## src/sv/rdwr_pkg.sv

```systemverilog
// Shared types and constants for the draw-without-replacement pool.
`default_nettype none
package rdwr_pkg;

  // Fixed field widths
  localparam int unsigned CNT_W  = 11;
  localparam int unsigned VAL_W  = 10;
  localparam int unsigned WORD_W = 16;

  localparam logic [CNT_W-1:0] POOL_SIZE_RST = 11'd1024;

  // Input item kinds
  localparam logic MODE_RESTART = 1'b0;
  localparam logic MODE_DRAW    = 1'b1;

  // Controller states, one-hot
  typedef enum logic [5:0] {
    ST_IDLE    = 6'b000001,
    ST_FILL    = 6'b000010,
    ST_MUL     = 6'b000100,
    ST_RD_IDX  = 6'b001000,
    ST_RD_LAST = 6'b010000,
    ST_WRITE   = 6'b100000
  } state_e;

  // Commands from controller to datapath
  typedef struct packed {
    logic accept;        // transaction taken: latch word, clear fill counter
    logic fill_we;       // write one identity entry, advance fill counter
    logic mul;           // register the index product
    logic rd_last;       // read the last live entry, capture the drawn entry
    logic wr_hole;       // move last entry into the hole, emit draw result
    logic done_restart;  // load remaining count, emit restart result
    logic done_empty;    // emit empty-pool result
  } cmd_t;

  // Status from datapath to controller
  typedef struct packed {
    logic n_zero;     // restart loads no entries
    logic fill_last;  // current fill entry is the final one
    logic rem_zero;   // pool is empty
  } sts_t;

endpackage
`default_nettype wire

```

## src/sv/rdwr_ctrl.sv

```systemverilog
// Sequencing state machine for restart fill and draw steps.
`default_nettype none
module rdwr_ctrl (
  input  wire logic          clk_i,
  input  wire logic          rst_ni,
  input  wire logic          start,
  input  wire logic          mode_i,
  input  wire rdwr_pkg::sts_t sts_i,
  output rdwr_pkg::cmd_t     cmd_o,
  output logic               busy
);
  import rdwr_pkg::*;

  state_e state_q, state_d;

  // Next state and commands
  always_comb begin
    state_d = state_q;
    cmd_o   = '0;
    case (state_q)
      ST_IDLE: begin
        if (start) begin
          cmd_o.accept = 1'b1;
          if (mode_i == MODE_RESTART) begin
            if (sts_i.n_zero) begin
              cmd_o.done_restart = 1'b1;
            end else begin
              state_d = ST_FILL;
            end
          end else if (sts_i.rem_zero) begin
            cmd_o.done_empty = 1'b1;
          end else begin
            state_d = ST_MUL;
          end
        end
      end
      ST_FILL: begin
        cmd_o.fill_we = 1'b1;
        if (sts_i.fill_last) begin
          cmd_o.done_restart = 1'b1;
          state_d = ST_IDLE;
        end
      end
      ST_MUL: begin
        cmd_o.mul = 1'b1;
        state_d   = ST_RD_IDX;
      end
      ST_RD_IDX: begin
        // read of the drawn slot is in flight
        state_d = ST_RD_LAST;
      end
      ST_RD_LAST: begin
        cmd_o.rd_last = 1'b1;
        state_d       = ST_WRITE;
      end
      ST_WRITE: begin
        cmd_o.wr_hole = 1'b1;
        state_d       = ST_IDLE;
      end
      default: begin
        state_d = ST_IDLE;
      end
    endcase
  end

  always_ff @(posedge clk_i or negedge rst_ni) begin
    if (!rst_ni) begin
      state_q <= ST_IDLE;
    end else begin
      state_q <= state_d;
    end
  end

  assign busy = (state_q != ST_IDLE);

endmodule
`default_nettype wire

```

## config.mk

```make
export PLATFORM = sky130hd
export DESIGN_NAME = rdwr_ctrl
export DESIGN_NICKNAME = d
export VERILOG_FILES = /design/src/sv/rdwr_pkg.sv /design/src/sv/rdwr_ctrl.sv
export SDC_FILE = /design/constraint.sdc
export NUM_CORES = 1
export LEC_CHECK = 0
export BUFFER_PORTS_ARGS = -buffer_cell sky130_fd_sc_hd__buf_2
export CELL_PAD_IN_SITES_DETAIL_PLACEMENT = 0
export CELL_PAD_IN_SITES_GLOBAL_PLACEMENT = 1
export CORE_AREA = 2 2 39 41
export CTS_BUF_LIST = sky130_fd_sc_hd__clkbuf_4 sky130_fd_sc_hd__clkbuf_8 sky130_fd_sc_hd__clkbuf_16
export DETAILED_ROUTE_END_ITERATION = 10
export DIE_AREA = 0 0 41 43
export PLACE_DENSITY = 0.78
export SYNTH_ARGS = -nofsm -noshare
export SYNTH_HDL_FRONTEND = slang
export SYNTH_SLANG_ARGS = --single-unit
```

## constraint.sdc

```tcl
create_clock -name clk_i -period 2.85 [get_ports clk_i]
set_input_delay 0.285 -clock clk_i [delete_from_list [all_inputs] [get_ports clk_i]]
set_output_delay 0.285 -clock clk_i [all_outputs]
set_load 0.03 [all_outputs]
```

Word level (Yosys, flattened, before mapping)

Cells that the tools add are included.

Register bits after elaboration: 6
Input port bits: 7
Output and inout bits: 8
Logic and storage cells: 33

Equality and inequality tests: 11
Mux-type cells: 20
Reduce and logical (&&, ||, !) cells: 1

Operators with widths:

| kind                                                | count |
|---|---|
| 2-to-1 mux 6 bit                                    | 5 |
| one-hot mux 6 bit (5 select lines)                  | 1 |
| 2-to-1 mux 1 bit                                    | 12 |
| equality test 6 x 1 -> 1 bit, second input constant | 1 |
| equality test 6 x 2 -> 1 bit, second input constant | 1 |
| equality test 6 x 3 -> 1 bit, second input constant | 1 |
| equality test 6 x 4 -> 1 bit, second input constant | 1 |
| equality test 6 x 5 -> 1 bit, second input constant | 1 |
| equality test 6 bit, second input constant          | 1 |
| != test 3 bit, second input constant                | 2 |
| != test 6 x 1 -> 1 bit, second input constant       | 1 |
| != test 2 bit, second input constant                | 2 |
| AND reduction 4 bit                                 | 1 |
| 2-to-1 mux 2 bit                                    | 1 |
| one-hot mux 1 bit (2 select lines)                  | 1 |

Longest topological paths before layout

Depth in word-level cells: 4
Depth in mapped cells: 5

Worst setup path before layout

Ideal clock, no wire load.

Path type: reg-to-output
Start point: register state_q[2]
End point: output cmd_o[1] (netlist bit)
Arrival: 1580 ps
Data required time: 2565 ps
Path slack: 985 ps
Stages on the path, launching flop included: 4
Cell sequence: dfrtp_1 or4_4 nor3b_4 o2bb2ai_2

RTL lines:

| element                  | RTL line        | text |
|---|---|---|
| start: declaration       | rdwr_ctrl.sv:14 | `state_e state_q, state_d;` |
| start signal: assignment | rdwr_ctrl.sv:70 | `state_q <= state_d;` |
| end: declaration         | rdwr_ctrl.sv:9  | `output rdwr_pkg::cmd_t cmd_o,` |

==> key figures <==
Clocking
  • H-tree Lvls: 1
  • Worst skew pair latency: between 0.2 and 0.25 ns
  • Root buffer cell: clkbuf_4
  • Setup bufs post-CTS: 0
  • Clock Tree Buf Depth: 2
  • Total CTS buffers: 3
  • CTS tree: built
  • Clock-pin slew on the worst setup and hold paths: 0.04 ns
  • Clock sinks: 6

Synthesis
  • Syn nets: 49
  • Sequential element share of the synthesized area: a little over a third
  • FF+latch count, synth: 6
  • Primary FF master, synth: dfrtp_1
  • Post-synth EDFFs: 0
  • Ys async rst share: 100%
  • Ys Warns: 0
  • Distinct cells, synth: 24
  • Avg Synthesized Cell Area: about 10 um^2
  • Synthesized cell area: about 430 um^2
  • Synthesized instance count: 42

Cells and area
  • Layout Area Growth over Synthesis: 25.9%
  • # nets final: between 60 and 70
  • Number of flip-flops in the largest register: 6
  • Fillers: about 140
  • Layout cells sized above 1: 44.1%
  • Diode count: 0
  • Register area: approximately 150 um^2
  • Largest Register: state_q
  • Area of the multi-input gates: ~250 um^2
  • Biggest regs: state_q x6

Global routing
  • Vias in the first global route: around 370
  • Initial antenna violation count: 0
  • Grt total ovfl: 0
  • Maximum number of pins on one net before global-route repair: 10
  • Global-route wire length before repair: approximately 1400 um
  • GRT Resource Usage Total: 11.6%

Timing
  • Tightest Pin Transition: between 0.4 and 0.5 ns
  • Final setup viols: 0
  • Setup Total Neg Slack: 0 ns
  • Fin. Hold Viols: 0
  • Unrepaired setup endpoints after global routing: no
  • Fmax: 0.498 GHz
  • Final min period: approximately 2.0 ns
  • Clock Skews: 0.00706 ns
  • Worst rel slew slack: between 60% and 70%
  • WHS: roughly 0.32 ns
  • Slew Viols, Final: 0
  • Final Cycle Share: between 70% and 80%
  • Min setup slack post-route: between 0.8 and 0.9 ns

Setup path
  • Max FO, Critical Path: 4
  • Startpoint Class: flop
  • CP arrival: 1.72 ns
  • Worst R2R Setup Slack: approximately 1.4 ns
  • CP required: roughly 2.6 ns
  • Critical path class: reg -> out
  • Endpoint class of the critical path: primary output

Routing
  • Routed len/inst: between 10 and 15 um
  • Vias: 369
  • DRT Wirelength: slightly below 800 um
  • Initial DRC count: 3
  • Antenna viol nets, final: 0
  • Drt drc: 0
  • Via density per instance: 4.92
  • First-pass detailed-route iteration total: 2

Die
  • Initial Util: a little under a third
  • Rows: 14
  • Die height: 43 um
  • Core area: 1380 um^2
  • Die Span X: between 40 and 50 um
  • Top Ports: 15
  • Die area: 1760 um^2

Power
  • PD cells: between 700 and 800 nW/um^2
  • Pleak: about 0.29 nW
  • Max VDD drop: 0.240 mV

Place
  • Detailed placement HPWL: 647 um
  • Gpl congestion: 0.640
  • Setup WS pre-CTS: around 1.1 ns
  • I/O Buffers: 14

Hold path
  • Worst hold path class: in -> reg

Run status
  • Status: finished clean

Job
  • Max-cap check violation count: 0
## cell usage after synthesis (all sizes together), types with 2 or more instances
library cell	n	area (um^2)
inv	4	15.0
nor4b	3	32.5
and4b	3	30.0
dfrtp	5	125
nand2	2	7.51
nor2	5	18.8
buf	2	18.8
o211ai	2	15.0
and2	4	25.0
## stage by stage
step | instances | utilization [%] | area, um^2 | power [W]
CTS | 75 | 39.2 | 542 | 0.000392
global placement | 70 | 36.3 | 502 | 0.000294
finish | 75 | 39.2 | 542 | 0.000387
detailed placement | 70 | 36.3 | 502 | 0.000294
global route | 75 | 39.2 | 542 | 0.000416
floorplan | 42 | - | 430 | 0.000268
## metal layers
| metal | GRT usage (%) | wire [um] |
|---|---|---|
| met5 | 0 | 0 |
| met4 | 8.00 | 0 |
| met3 | 0 | 23 |
| met2 | 18.8 | 430 |
| met1 | 14.0 | 335 |
## cells by family (layout without fill, tap and decap cells)
group / after synthesis / in the layout / share of synthesized area (%)
mux: 1 / 1 / 2.62
compound gates: 6 / 6 / 12.8
buf+inv: 6 / 23 / 7.85
simple gates: 22 / 22 / 39.5
flops: 6 / 6 / 35.2
xor+xnor: 1 / 1 / 2.04
## cell type report
type                    count  area share (%)
clock buffers               4            5.54
inverters                   4            2.77
multi-input cells          30            45.3
flip-flops and latches      6            27.9
well taps                  16            3.70
repair buffers             15            14.8
## worst max-delay path, stage by stage (launching register included)
cell and delay, ns:
dfrtp_1 0.39, or4_4 0.57, nor3b_4 0.21, o2bb2ai_2 0.11
buf_2 0.20
## worst paths after layout
check	start	end	depth (start not counted)
worst max-delay path	state_q[2]$_DFFE_PN0P_	cmd_o[1]	4
worst min-delay path	start	state_q[2]$_DFFE_PN0P_	3
worst max register to register	state_q[0]$_DFFE_PN1P_	state_q[2]$_DFFE_PN0P_	4
worst min register to register	state_q[2]$_DFFE_PN0P_	state_q[4]$_DFFE_PN0P_	2
max in group asynchronous	rst_ni	state_q[0]$_DFFE_PN1P_	2
min in group asynchronous	rst_ni	state_q[5]$_DFFE_PN0P_	2
## repair_timing
| action | 4_1_cts | 5_1_grt |
|---|---|---|
| resized for setup | 0 | 0 |
| endpoints found under the hold margin | 5 | 0 |
| hold buffers | 1 | 0 |
## cell usage in the layout (no fill, tap or decap), types with 2 or more instances in the layout
master	instances
nor2_1	5
nand2_1	2
clkbuf_4	4
and4b_1	3
buf_2	14
inv_1	3
and2_1	4
nor4b_1	2
o211ai_1	2
dfrtp_1	5
## report_power, final
part	internal [W]	switching, W
logic	0.0000691	0.0000956
registers	0.000103	0.0000246
clock network	0.0000626	0.0000322
total	0.000235	0.000152
No activity file was read; power rests on OpenSTA's default activity.
